===== src/rtl/ppc_pkg.sv =====
// Package for the PID position corrector: word widths, register indexes,
// operation codes and the saturation helper. No dependencies.
package ppc_pkg;
  localparam int DataWidth = 32;
  localparam int FracBits  = 16;
  localparam int CfgIdxW   = 2;
  localparam int CntW      = 7;

  typedef logic signed [DataWidth-1:0] word_t;

  localparam logic [CfgIdxW-1:0] RegPropGain  = 2'd0;
  localparam logic [CfgIdxW-1:0] RegIntegGain = 2'd1;
  localparam logic [CfgIdxW-1:0] RegDerivGain = 2'd2;

  localparam logic OpStep = 1'b0;
  localparam logic OpInit = 1'b1;

  localparam logic signed [DataWidth+1:0] SMax =
    (DataWidth+2)'(signed'({1'b0, {(DataWidth-1){1'b1}}}));
  localparam logic signed [DataWidth+1:0] SMin = -SMax - (DataWidth+2)'(1);

  // Clip a sum that has grown by two bits into the word range.
  function automatic word_t sat_sum(input logic signed [DataWidth+1:0] v,
                                    output logic clipped);
    clipped = 1'b0;
    if (v > SMax) begin
      clipped = 1'b1;
      return word_t'(SMax);
    end
    if (v < SMin) begin
      clipped = 1'b1;
      return word_t'(SMin);
    end
    return v[DataWidth-1:0];
  endfunction
endpackage


===== src/rtl/ppc_mul.sv =====
// Bit-serial signed fixed-point multiplier: floor((a*b) >> FracBits), clipped.
// One multiplier bit per cycle; b is one bit wider to carry unsigned words. Uses ppc_pkg.
module ppc_mul (
  input  logic clk_i,
  input  logic rst_ni,
  input  logic start_i,
  input  ppc_pkg::word_t a_i,
  input  logic signed [ppc_pkg::DataWidth:0] b_i,
  output logic done_o,
  output ppc_pkg::word_t p_o,
  output logic sat_o
);
  import ppc_pkg::*;

  localparam int PW = 2*DataWidth;

  logic              busy_q;
  logic [CntW-1:0]   cnt_q;
  logic [PW-1:0]     acc_q;
  logic [PW-1:0]     mcand_q;
  logic [DataWidth:0] mplier_q;
  logic              neg_q;
  logic              done_q;
  word_t             p_q;
  logic              sat_q;

  logic [DataWidth-1:0] ma;
  logic [DataWidth:0]   mb;
  logic [PW-1:0]  acc_n;
  logic [PW-1:0]  qmag;
  logic           rest_nz;
  logic [PW-1:0]  limit;

  assign ma = a_i[DataWidth-1] ? DataWidth'(-a_i) : DataWidth'(a_i);
  assign mb = b_i[DataWidth] ? (DataWidth+1)'(-b_i) : (DataWidth+1)'(b_i);
  assign acc_n = mplier_q[0] ? acc_q + mcand_q : acc_q;

  always_comb begin
    rest_nz = |acc_q[FracBits-1:0];
    qmag    = acc_q >> FracBits;
    if (neg_q && rest_nz) qmag = qmag + PW'(1);
    limit   = neg_q ? PW'(SMax) + PW'(1) : PW'(SMax);
  end

  always_ff @(posedge clk_i or negedge rst_ni) begin
    if (!rst_ni) begin
      busy_q <= 1'b0;
      done_q <= 1'b0;
      cnt_q  <= '0;
    end else begin
      done_q <= 1'b0;
      if (start_i) begin
        busy_q <= 1'b1;
        cnt_q  <= '0;
      end else if (busy_q) begin
        if (cnt_q == CntW'(DataWidth+1)) begin
          busy_q <= 1'b0;
          done_q <= 1'b1;
        end else begin
          cnt_q <= cnt_q + CntW'(1);
        end
      end
    end
  end

  always_ff @(posedge clk_i) begin
    if (start_i) begin
      acc_q    <= '0;
      mcand_q  <= PW'(ma);
      mplier_q <= mb;
      neg_q    <= a_i[DataWidth-1] ^ b_i[DataWidth];
    end else if (busy_q && cnt_q != CntW'(DataWidth+1)) begin
      acc_q    <= acc_n;
      mcand_q  <= mcand_q << 1;
      mplier_q <= mplier_q >> 1;
    end else if (busy_q) begin
      // final cycle: round, clip and sign the product
      if (qmag > limit) begin
        sat_q <= 1'b1;
        p_q   <= neg_q ? word_t'(SMin) : word_t'(SMax);
      end else begin
        sat_q <= 1'b0;
        p_q   <= neg_q ? word_t'(-qmag[DataWidth-1:0]) : word_t'(qmag[DataWidth-1:0]);
      end
    end
  end

  assign done_o = done_q;
  assign p_o    = p_q;
  assign sat_o  = sat_q;
endmodule


===== src/rtl/ppc_div.sv =====
// Restoring serial divider: (num << FracBits) / den, truncated toward zero,
// clipped to the word range. One quotient bit per cycle. Uses ppc_pkg.
module ppc_div (
  input  logic clk_i,
  input  logic rst_ni,
  input  logic start_i,
  input  logic signed [ppc_pkg::DataWidth:0] num_i,
  input  logic [ppc_pkg::DataWidth-1:0] den_i,
  output logic done_o,
  output ppc_pkg::word_t q_o,
  output logic sat_o
);
  import ppc_pkg::*;

  localparam int NW = DataWidth + 1 + FracBits;

  logic             busy_q;
  logic [CntW-1:0]  cnt_q;
  logic [NW-1:0]    num_q;
  logic [NW-1:0]    quo_q;
  logic [DataWidth:0] rem_q;
  logic [DataWidth-1:0] den_q;
  logic             neg_q;
  logic             done_q;
  word_t            q_q;
  logic             sat_q;

  logic [DataWidth:0] mag;
  logic [DataWidth+1:0] rem_sh;
  logic [DataWidth+1:0] rem_sub;
  logic [NW-1:0]   limit;

  assign mag     = num_i[DataWidth] ? (DataWidth+1)'(-num_i) : (DataWidth+1)'(num_i);
  assign rem_sh  = {rem_q, num_q[NW-1]};
  assign rem_sub = rem_sh - (DataWidth+2)'(den_q);
  assign limit   = neg_q ? NW'(SMax) + NW'(1) : NW'(SMax);

  always_ff @(posedge clk_i or negedge rst_ni) begin
    if (!rst_ni) begin
      busy_q <= 1'b0;
      done_q <= 1'b0;
      cnt_q  <= '0;
    end else begin
      done_q <= 1'b0;
      if (start_i) begin
        busy_q <= 1'b1;
        cnt_q  <= '0;
      end else if (busy_q) begin
        if (cnt_q == CntW'(NW)) begin
          busy_q <= 1'b0;
          done_q <= 1'b1;
        end else begin
          cnt_q <= cnt_q + CntW'(1);
        end
      end
    end
  end

  always_ff @(posedge clk_i) begin
    if (start_i) begin
      num_q <= {mag, {FracBits{1'b0}}};
      quo_q <= '0;
      rem_q <= '0;
      den_q <= den_i;
      neg_q <= num_i[DataWidth];
    end else if (busy_q && cnt_q != CntW'(NW)) begin
      num_q <= num_q << 1;
      if (!rem_sub[DataWidth+1]) begin
        rem_q <= rem_sub[DataWidth:0];
        quo_q <= {quo_q[NW-2:0], 1'b1};
      end else begin
        rem_q <= rem_sh[DataWidth:0];
        quo_q <= {quo_q[NW-2:0], 1'b0};
      end
    end else if (busy_q) begin
      if (quo_q > limit) begin
        sat_q <= 1'b1;
        q_q   <= neg_q ? word_t'(SMin) : word_t'(SMax);
      end else begin
        sat_q <= 1'b0;
        q_q   <= neg_q ? word_t'(-quo_q[DataWidth-1:0]) : word_t'(quo_q[DataWidth-1:0]);
      end
    end
  end

  assign done_o = done_q;
  assign q_o    = q_q;
  assign sat_o  = sat_q;
endmodule


===== src/rtl/pid_position_corrector.sv =====
// Channel | direction | handshake          | payload
// cfg     | in        | cfg_valid/ready    | cfg_index, cfg_data
// item    | in        | in_valid/ready     | operation, error, loop_time, axis_position
// result  | out       | out_valid/ready    | delta, new_position, saturated
// A step raises the result after its transfer once four serial multiplies
// and the serial divide have run one after another, followed by the sums
// in StSum and StOut. With a zero interval the divide and D multiply are
// skipped. An init result comes the next cycle.
// The result register holds until taken; the next item is accepted the cycle
// after. Reset clears gains, previous error and integrated position.
// Top level; uses ppc_pkg, ppc_mul and ppc_div.
module pid_position_corrector (
  input  logic clk_i,
  input  logic rst_ni,
  input  logic cfg_valid_i,
  output logic cfg_ready_o,
  input  logic [ppc_pkg::CfgIdxW-1:0] cfg_index_i,
  input  ppc_pkg::word_t cfg_data_i,
  input  logic in_valid_i,
  output logic in_ready_o,
  input  logic operation_i,
  input  ppc_pkg::word_t error_i,
  input  logic [ppc_pkg::DataWidth-1:0] loop_time_i,
  input  ppc_pkg::word_t axis_position_i,
  output logic out_valid_o,
  input  logic out_ready_i,
  output ppc_pkg::word_t delta_o,
  output ppc_pkg::word_t new_position_o,
  output logic saturated_o
);
  import ppc_pkg::*;

  localparam logic [2:0] StIdle = 3'd0;
  localparam logic [2:0] StMulP = 3'd1;
  localparam logic [2:0] StMulI = 3'd2;
  localparam logic [2:0] StMulT = 3'd3;
  localparam logic [2:0] StDiv  = 3'd4;
  localparam logic [2:0] StMulD = 3'd5;
  localparam logic [2:0] StSum  = 3'd6;
  localparam logic [2:0] StOut  = 3'd7;

  logic [2:0] st_q;
  word_t kp_q, ki_q, kd_q, prev_q, integ_q;
  word_t err_q, p_q, t_q, d_q;
  logic [DataWidth-1:0] dt_q;
  logic sat_q;
  logic out_valid_q;
  word_t delta_q, pos_q;
  logic out_sat_q;

  logic mul_start, mul_done, mul_sat;
  word_t mul_a, mul_p;
  logic signed [DataWidth:0] mul_b;
  logic div_start, div_done, div_sat;
  word_t div_q;
  logic signed [DataWidth:0] diff;

  logic  c_int, c_dl, c_ps;
  word_t int_n, delta_n, pos_n;

  assign cfg_ready_o = 1'b1;
  assign in_ready_o  = (st_q == StIdle) && !out_valid_q;
  assign diff = (DataWidth+1)'(err_q) - (DataWidth+1)'(prev_q);

  // Sign-extend signed words; zero-extend the unsigned loop time.
  always_comb begin
    mul_a = kp_q;
    mul_b = (DataWidth+1)'(err_q);
    case (st_q)
      StMulI:  begin mul_a = ki_q; mul_b = (DataWidth+1)'(err_q); end
      StMulT:  begin mul_a = t_q;  mul_b = signed'({1'b0, dt_q}); end
      StMulD:  begin mul_a = kd_q; mul_b = (DataWidth+1)'(div_q); end
      default: begin mul_a = kp_q; mul_b = (DataWidth+1)'(err_q); end
    endcase
  end

  ppc_mul u_mul (
    .clk_i, .rst_ni, .start_i(mul_start), .a_i(mul_a), .b_i(mul_b),
    .done_o(mul_done), .p_o(mul_p), .sat_o(mul_sat)
  );

  ppc_div u_div (
    .clk_i, .rst_ni, .start_i(div_start), .num_i(diff), .den_i(dt_q),
    .done_o(div_done), .q_o(div_q), .sat_o(div_sat)
  );

  logic start_q;
  assign mul_start = start_q && (st_q == StMulP || st_q == StMulI ||
                                 st_q == StMulT || st_q == StMulD);
  assign div_start = start_q && (st_q == StDiv);

  always_comb begin
    int_n   = sat_sum((DataWidth+2)'(integ_q) + (DataWidth+2)'(t_q), c_int);
    delta_n = sat_sum((DataWidth+2)'(p_q) + (DataWidth+2)'(d_q), c_dl);
    pos_n   = sat_sum((DataWidth+2)'(p_q) + (DataWidth+2)'(integ_q)
                      + (DataWidth+2)'(d_q), c_ps);
  end

  always_ff @(posedge clk_i or negedge rst_ni) begin
    if (!rst_ni) begin
      st_q <= StIdle;
      start_q <= 1'b0;
      out_valid_q <= 1'b0;
      kp_q <= '0;
      ki_q <= '0;
      kd_q <= '0;
      prev_q <= '0;
      integ_q <= '0;
    end else begin
      start_q <= 1'b0;
      if (cfg_valid_i) begin
        case (cfg_index_i)
          RegPropGain:  kp_q <= cfg_data_i;
          RegIntegGain: ki_q <= cfg_data_i;
          RegDerivGain: kd_q <= cfg_data_i;
          default: ;
        endcase
      end
      if (out_valid_q && out_ready_i) out_valid_q <= 1'b0;
      case (st_q)
        StIdle: begin
          if (in_valid_i && in_ready_o) begin
            if (operation_i == OpInit) begin
              integ_q <= axis_position_i;
              prev_q <= '0;
              delta_q <= '0;
              pos_q <= axis_position_i;
              out_sat_q <= 1'b0;
              out_valid_q <= 1'b1;
            end else begin
              err_q <= error_i;
              dt_q <= loop_time_i;
              sat_q <= 1'b0;
              d_q <= '0;
              st_q <= StMulP;
              start_q <= 1'b1;
            end
          end
        end
        StMulP: if (mul_done) begin
          p_q <= mul_p; sat_q <= sat_q | mul_sat;
          st_q <= StMulI; start_q <= 1'b1;
        end
        StMulI: if (mul_done) begin
          t_q <= mul_p; sat_q <= sat_q | mul_sat;
          st_q <= StMulT; start_q <= 1'b1;
        end
        StMulT: if (mul_done) begin
          t_q <= mul_p; sat_q <= sat_q | mul_sat;
          st_q <= StDiv; start_q <= 1'b1;
        end
        StDiv: begin
          if (start_q && dt_q == '0) begin
            st_q <= StSum;
          end else if (div_done) begin
            sat_q <= sat_q | div_sat;
            st_q <= StMulD; start_q <= 1'b1;
          end
        end
        StMulD: if (mul_done) begin
          d_q <= mul_p; sat_q <= sat_q | mul_sat;
          st_q <= StSum;
        end
        StSum: begin
          integ_q <= int_n;
          sat_q <= sat_q | c_int;
          st_q <= StOut;
        end
        StOut: begin
          delta_q <= delta_n;
          pos_q <= pos_n;
          out_sat_q <= sat_q | c_dl | c_ps;
          prev_q <= err_q;
          out_valid_q <= 1'b1;
          st_q <= StIdle;
        end
        default: st_q <= StIdle;
      endcase
    end
  end

  assign out_valid_o    = out_valid_q;
  assign delta_o        = delta_q;
  assign new_position_o = pos_q;
  assign saturated_o    = out_sat_q;
endmodule

===== config.mk =====
export PLATFORM = sky130hd
export DESIGN_NAME = pid_position_corrector
export DESIGN_NICKNAME = d
export VERILOG_FILES = /design/src/rtl/ppc_pkg.sv /design/src/rtl/ppc_mul.sv /design/src/rtl/ppc_div.sv /design/src/rtl/pid_position_corrector.sv
export SDC_FILE = /design/constraint.sdc
export NUM_CORES = 2
export LEC_CHECK = 0
export ABC_CLOCK_PERIOD_IN_PS = 5000
export CORE_MARGIN = 2
export CORE_UTILIZATION = 59
export CTS_CLUSTER_SIZE = 25
export DETAILED_ROUTE_END_ITERATION = 16
export DONT_BUFFER_PORTS = 1
export PLACE_DENSITY = 0.78
export SYNTH_ARGS = -nofsm -noshare
export SYNTH_HDL_FRONTEND = slang
export SYNTH_SLANG_ARGS = --single-unit

===== constraint.sdc =====
create_clock -name clk_i -period 5 [get_ports clk_i]
set_input_delay 0.75 -clock clk_i [delete_from_list [all_inputs] [get_ports clk_i]]
set_output_delay 0.75 -clock clk_i [all_outputs]
set_load 0.01 [all_outputs]

# ---- After elaboration in Yosys (flattened, before gate mapping)
# Cells that the tools add are included.
dict set report word_totals {
  register_bits 785
  in_bits 136
  output_inout_bits 68
  word_cells 248
}
dict set report classes {
  n_lt_le_gt_ge 8
  muxes 106
  bitwise_logic 11
  addsub 15
  reduce_logical 45
  eq_ne 26
}
# operator n
set ops {}
lappend ops {{two-way mux 32 bit} 30}
lappend ops {{case mux 32 bit (2 select lines)} 5}
lappend ops {{two-way mux 33 bit} 5}
lappend ops {{two-way mux 49 bit} 3}
lappend ops {{adder 32 x 32 -> 33 bit} 3}
lappend ops {{negator 32 bit} 3}
lappend ops {{case mux 32 bit (3 select lines)} 1}
lappend ops {{> comparator 33 x 32 -> 1 bit, second input constant} 2}
lappend ops {{< comparator 33 x 32 -> 1 bit, second input constant} 2}
lappend ops {{negator 33 bit} 2}
lappend ops {{case mux 33 bit (2 select lines)} 1}
lappend ops {{adder 64 bit} 1}
lappend ops {{> comparator 64 bit} 1}
lappend ops {{adder 48 x 1 -> 49 bit, second input constant} 1}
lappend ops {{> comparator 49 x 32 -> 1 bit} 1}
lappend ops {{two-way mux 1 bit} 42}
lappend ops {{two-way mux 7 bit} 6}
lappend ops {{adder 33 x 32 -> 34 bit} 1}
lappend ops {{> comparator 34 x 32 -> 1 bit, second input constant} 1}
lappend ops {{< comparator 34 x 32 -> 1 bit, second input constant} 1}
lappend ops {{subtractor 34 x 32 -> 34 bit} 1}
lappend ops {{subtractor 32 x 32 -> 33 bit} 1}
lappend ops {{zero test 32 bit} 1}
lappend ops {{two-way mux 3 bit} 8}
lappend ops {{34 further kinds} 88}

# ---- Depth between registers and ports, before layout
dict set report depth {
  word_depth 8
  depth_mapped 22
}

# ---- Modules after synthesis
# A second synthesis with hierarchy kept.
dict set report unflattened {
  cells_unflattened 5209
  area_unflattened_um2 49782.7
}
# mod area_per_inst_um2 cells_each instances seq_area_each_um2
set modules_own_cells {}
lappend modules_own_cells {pid_position_corrector 23357.4 2168 1 10915.5}
lappend modules_own_cells {ppc_mul 15678.8 1925 1 5119.9}
lappend modules_own_cells {ppc_div 10746.6 1116 1 4839.6}

# ---- Worst setup path before layout
# OpenSTA, ideal clock, no wires.
dict set report synth_path {
  path_kind {reg2reg}
  startpoint {register st_q[0]}
  endpoint {register delta_q[0] (netlist: delta_o[0]) (enable)}
  setup_slack_ns -0.313
  path_buffers 2
  arrival_ns 4.819
  required_time_ns 4.505
  path_stages_with_launch 8
  path_cell_list {dfrtp_1 > inv_2 > buf_1 > clkbuf_1 > nand2_1 > nor3_1 > a31oi_1 > nor2b_1}
}
dict set report synth_between {
  elab_chain_len 5
  word_cells_on_any_way 8
}
# element line
set synth_lines {}
lappend synth_lines {{start, declared} pid_position_corrector.sv:42} ;# logic [2:0] st_q;
lappend synth_lines {{start signal, assigned} pid_position_corrector.sv:101} ;# st_q <= StIdle;
lappend synth_lines {{start signal, assigned} pid_position_corrector.sv:135} ;# st_q <= StMulP;
lappend synth_lines {{start signal, assigned} pid_position_corrector.sv:154} ;# st_q <= StSum;
lappend synth_lines {{zero test 3 bit} pid_position_corrector.sv:62} ;# assign in_ready_o = (st_q == StIdle) && !out_valid_q;
lappend synth_lines {{logical AND 1 bit} pid_position_corrector.sv:62}
lappend synth_lines {{net in_ready_o} pid_position_corrector.sv:20} ;# output logic in_ready_o,
lappend synth_lines {{logical AND 1 bit} pid_position_corrector.sv:122} ;# if (in_valid_i && in_ready_o) begin
lappend synth_lines {{!= test 2 x 1 -> 1 bit (no line)} n/a}
lappend synth_lines {{AND reduction 4 bit (no line)} n/a}
lappend synth_lines {{end signal, assigned} pid_position_corrector.sv:170} ;# delta_q <= delta_n;
lappend synth_lines {{end, declared} pid_position_corrector.sv:48} ;# word_t delta_q, pos_q;
# The timed path passes the listed nets, and every way through them passes these cells.
# A chain may end at the register's enable or synchronous reset.

# ---- Final worst setup path
dict set report layout_path {
  startpoint {register u_mul.acc_q[3]}
  endpoint {register u_mul.p_q[1] (netlist: u_mul.p_o[1]) (data pin)}
}
dict set report layout_between {
  elab_chain_len 6
  word_cells_on_any_way 7
}
# element line
set layout_lines {}
lappend layout_lines {{start, declared} ppc_mul.sv:19} ;# logic [PW-1:0] acc_q;
lappend layout_lines {{start signal, assigned} ppc_mul.sv:73} ;# acc_q <= acc_n;
lappend layout_lines {{OR reduction 16 bit (*)} ppc_mul.sv:39} ;# rest_nz = |acc_q[FracBits-1:0];
lappend layout_lines {{logical AND 1 bit (*)} ppc_mul.sv:41} ;# if (neg_q && rest_nz) qmag = qmag + PW'(1);
lappend layout_lines {{two-way mux 49 bit (*)} ppc_mul.sv:41}
lappend layout_lines {{negator 32 bit} ppc_mul.sv:83} ;# p_q <= neg_q ? word_t'(-qmag[DataWidth-1:0]) : word_t'(qmag[DataWidth-1:0]);
lappend layout_lines {{two-way mux 32 bit} ppc_mul.sv:83}
lappend layout_lines {{two-way mux 32 bit (*)} ppc_mul.sv:78} ;# if (qmag > limit) begin
lappend layout_lines {{end signal, assigned} ppc_mul.sv:80} ;# p_q <= neg_q ? word_t'(SMin) : word_t'(SMax);
lappend layout_lines {{end signal, assigned} ppc_mul.sv:83}
lappend layout_lines {{end, declared} ppc_mul.sv:24} ;# word_t p_q;
# Every way passes the cells marked *; elsewhere a longest branch is shown, timed or not.

==> results.txt <==
- Measured along the y axis, the die boundary spans 295 um.
* Buf/Inv on CP: 2
* Critical Path Max Stage Delay: 720 ps
* Type of element capturing the critical path: flip-flop
- In the final routed layout, each cell accounts on average for 21.4 um.
- STA classifies the critical path startpoint as a flip-flop.
- Across all setup checks in the final design, the least slack found is 234 ps.
- Distinct cell type count of the synthesized netlist: 121
* Ratio of total power to cell area: 262 mW/mm^2
* Post-layout utilization of the core: 64.8%
* Most frequent cells in the layout: sky130_fd_sc_hd__nand2_1 (568), sky130_fd_sc_hd__a21oi_1 (489), sky130_fd_sc_hd__edfxtp_1 (424)
- CTS tree: done
- Slew of the pin with the lowest slew margin: 1180 ps
* Worst reg-to-reg path cell count: 19
- Cell Area, Synth: 0.0499 mm^2
- Registers take 0.0209 mm^2.
- Syn_nets: 5782
* Initial core utilization: 59.6%
* Total congestion overflow after global routing: 0
* Count of H-tree levels built during CTS: 3
* Number of hold-slack violations in the final timing report: 10
- Number of iterations in the first detailed-routing pass: 7
- Headroom to the max-slew limit came out at 21.0%.
- Total DRC errors in the routed layout: 0
- Data on the critical path is required at its endpoint by 5400 ps.
* Average cell area after synthesis: 9.39 um^2
- Pin count of the biggest net entering global routing: 184
- The number of global-route vias before repair was 38200.
* Buffer type at the clock tree root: sky130_fd_sc_hd__clkbuf_16
* Max-capacitance violation count: 0
- Fin Setup TNS: 0 ps
- The floorplan has 106 rows.
- The total area inside the core boundary comes to 0.0837 mm^2.
* Cells along the critical path: nor4_4 -> a41o_4 -> nor2_4 -> nand3_2 -> nor2_4 -> and3_1 -> xnor2_1 -> inv_1 -> ha_1 -> nand4_1 -> nor4_4 -> nand3_1 -> o21ai_0 -> o21ai_0 -> nand2_1 -> a31oi_1 -> or4b_2 -> buf_8 -> o31a_1
- Static timing analysis puts the maximum clock frequency at 210 MHz.
- Among all stages on the critical path, the largest delay is contributed by sky130_fd_sc_hd__or4b_2.
* Wire length of the first global-routing pass: 216000 um
* Yosys warns: 0
- CP Max Fanout: 61
- Area growth from synthesis to layout: 8.68%
- For this block, the initial DRC count from the detailed router was 4616.
* Final Hold Slack: -7.78 ps
- The cell family contributing the most delay on the critical path is simple AND/OR/NAND/NOR gates.
* Post-CTS setup-driven buffer insertion count: 0
* Routability Congestion: 0.963
* Minimum setup slack after placement: 98.5 ps
* Total I/O pin count: 204
- Number of nets in the layout: 5699
- After detailed placement, the design holds a cell count of 6276.
- Share of final-layout standard cells stronger than drive strength 1: 9.30%
* CTS max path bufs: 3
- In this run the static leakage power is 22.9 nW.
- Critical setup path kind: flip-flop to flip-flop
- Setup violations remaining at the end of the flow were counted as 0.
- Violations in the final reports: hold timing
- The floorplan step defined a die boundary enclosing 0.0869 mm^2.
* Post-synth ARST share: 23.3%
- Final Slew Violations: 0
* Die width: 295 um
* CP Depth: 19
* TritonCTS Buffers: 85
- Post-synthesis sequential element count: 785
* Via total after detailed routing: 41200
* Initial antenna violation count: 11
- Clock-pin slew was measured on the worst setup and hold paths at 60 ps.
* Non-filler cells, final: 6439
- The min-delay analysis places its worst path in the category input pin to async pin.
- Subtracting the final worst setup slack from the clock period gives 4770 ps.
- Leaving out fill and tap cells, the most frequent cell in the layout is sky130_fd_sc_hd__nand2_1.
* Post-synthesis sequential area ratio: 41.9%
- Port buffering added 0 buffers.
* Ys flop type: sky130_fd_sc_hd__edfxtp_1
- Fillers: 6633
- Once detailed placement completed, the half-perimeter wirelength came to 101000 um.
- Summing all multi-input logic gate instances after layout gives 0.0274 mm^2.
- Insertion delay of the later-clocked pin in the worst-skew pair: 680 ps
- CTS saw 785 sinks.
* Aggregate global-route resource usage: 31.4%
- Vias per cell: 6.41
* IR drop worst, VDD: 249 uV
- The count of nets left with antenna violations once routing finished came out at 0.
- STA puts the critical path data arrival time at 5170 ps.
- The run finished, with violations left.
- Synthesis produced 5313 cells.
* EDFF count, synth: 424
- After layout, the worst path uses 95.3% of the clock period.
- On the final layout, the worst clock skew is 27.5 ps.
* Wire length after detailed routing: 138000 um
-- sequential cells by signal, summed over array words and instances, names as in the netlist, 7 cells and up --
name / count
u_mul.acc_q: 64
p_q: 32
u_div.den_q: 32
dt_q: 32
d_q: 32
kd_q: 32
kp_q: 32
err_q: 32
prev_q: 32
delta_o: 32
u_div.cnt_q: 7
ki_q: 32
u_mul.mplier_q: 33
u_mul.cnt_q: 7
t_q: 32
u_div.q_o: 32
u_div.rem_q: 33
u_div.num_q: 33
u_mul.mcand_q: 64
u_mul.p_o: 32
integ_q: 32
u_div.quo_q: 49
new_position_o: 32
-- cell usage after synthesis, drive strengths merged (26+ instances only) --
master	n	share of area (%)
nand2b	37	0.46
dfxtp	178	7.1
xor2	123	2.2
nor3	98	1.1
nand3	120	1.2
a21o	143	2.2
a211oi	50	0.76
nand2	570	4.3
inv	188	1.4
ha	295	7.4
o21ai	380	3.8
a21oi	494	5.0
o31ai	26	0.41
nor2b	52	0.65
mux2	98	2.2
nor2	425	3.2
o21bai	31	0.47
xnor2	195	3.4
dfrtp	183	9.2
a31oi	59	0.77
o22ai	92	1.2
a22o	63	1.1
clkbuf	200	1.5
o21a	54	0.81
and2	27	0.35
a221oi	53	1.3
mux2i	34	0.68
nor4	38	0.57
nand4	65	0.82
edfxtp	424	26
or3	37	0.46
fa	38	1.5
buf	74	0.74
and3	66	0.84
-- power by group --
group	total (W)	switching [W]	internal, W
combinational	0.000663	0.000358	0.000305
sequential	0.00703	0.000110	0.00692
clock	0.00652	0.00276	0.00376
-- layout make-up --
class	instances	share of cell area, %
diodes	2	0.00923
clock buffers	111	4.31
clock inverters	49	1.02
inverters	189	1.31
multi-input cells	4065	50.6
flip-flops and latches	785	38.5
well taps	1134	2.62
repair buffers	104	1.61
-- cells by family (layout without fill, tap and decap cells) --
group	after synthesis	count (layout)	synth area share [%]
multiplexers	134	134	2.99
XOR/XNOR	318	318	5.62
AND/OR/NAND/NOR	1640	1640	15.7
buffers and inverters	463	453	3.67
adder cells (fa/ha/maj)	335	335	8.97
flip-flops	785	785	41.9
other	2	4	0.0151
AO/OA/AOI/OAI	1636	1636	21.2
-- per-layer routing --
| metal | vias up | track usage (%) | share of wire [%] | routed length, um |
|---|---|---|---|---|
| met1 | 19900 | 46.0 | 44 | 60900 |
| met3 | 210 | 5.93 | 9.3 | 12800 |
| met2 | 1745 | 47.7 | 44 | 60900 |
| li1 | 19400 | - | - | - |
| met4 | 16 | 8.29 | 2.2 | 2980 |
| met5 | - | 0 | 0.077 | 106 |
-- what timing repair did --
item / in CTS / in global routing
endpoints found under the setup margin: 0 / 34
resized for setup: 0 / 17
hold endpoints to repair: 183 / 0
hold buffers: 1 / 0
-- metrics by stage --
step / power [W] / cell area (um^2)
floorplan: 0.00762 / 49900
global route: 0.0146 / 54200
detailed placement: 0.00778 / 51200
global placement: 0.00775 / 51200
CTS: 0.0142 / 54100
finish: 0.0142 / 54200
-- final timing paths --
path,startpoint,to,slack [ps]
worst max-delay path,u_mul.acc_q[3],u_mul.p_o[1],230
worst min-delay path,rst_ni,prev_q[12],-8
worst max register to register,u_mul.acc_q[3],u_mul.p_o[1],230
worst min register to register,u_div.quo_q[33],u_div.quo_q[34],470
max in group asynchronous,rst_ni,ki_q[10],4000
min in group clk_i,loop_time_i[30],dt_q[30],170
Power figures use the tool's default switching activity.
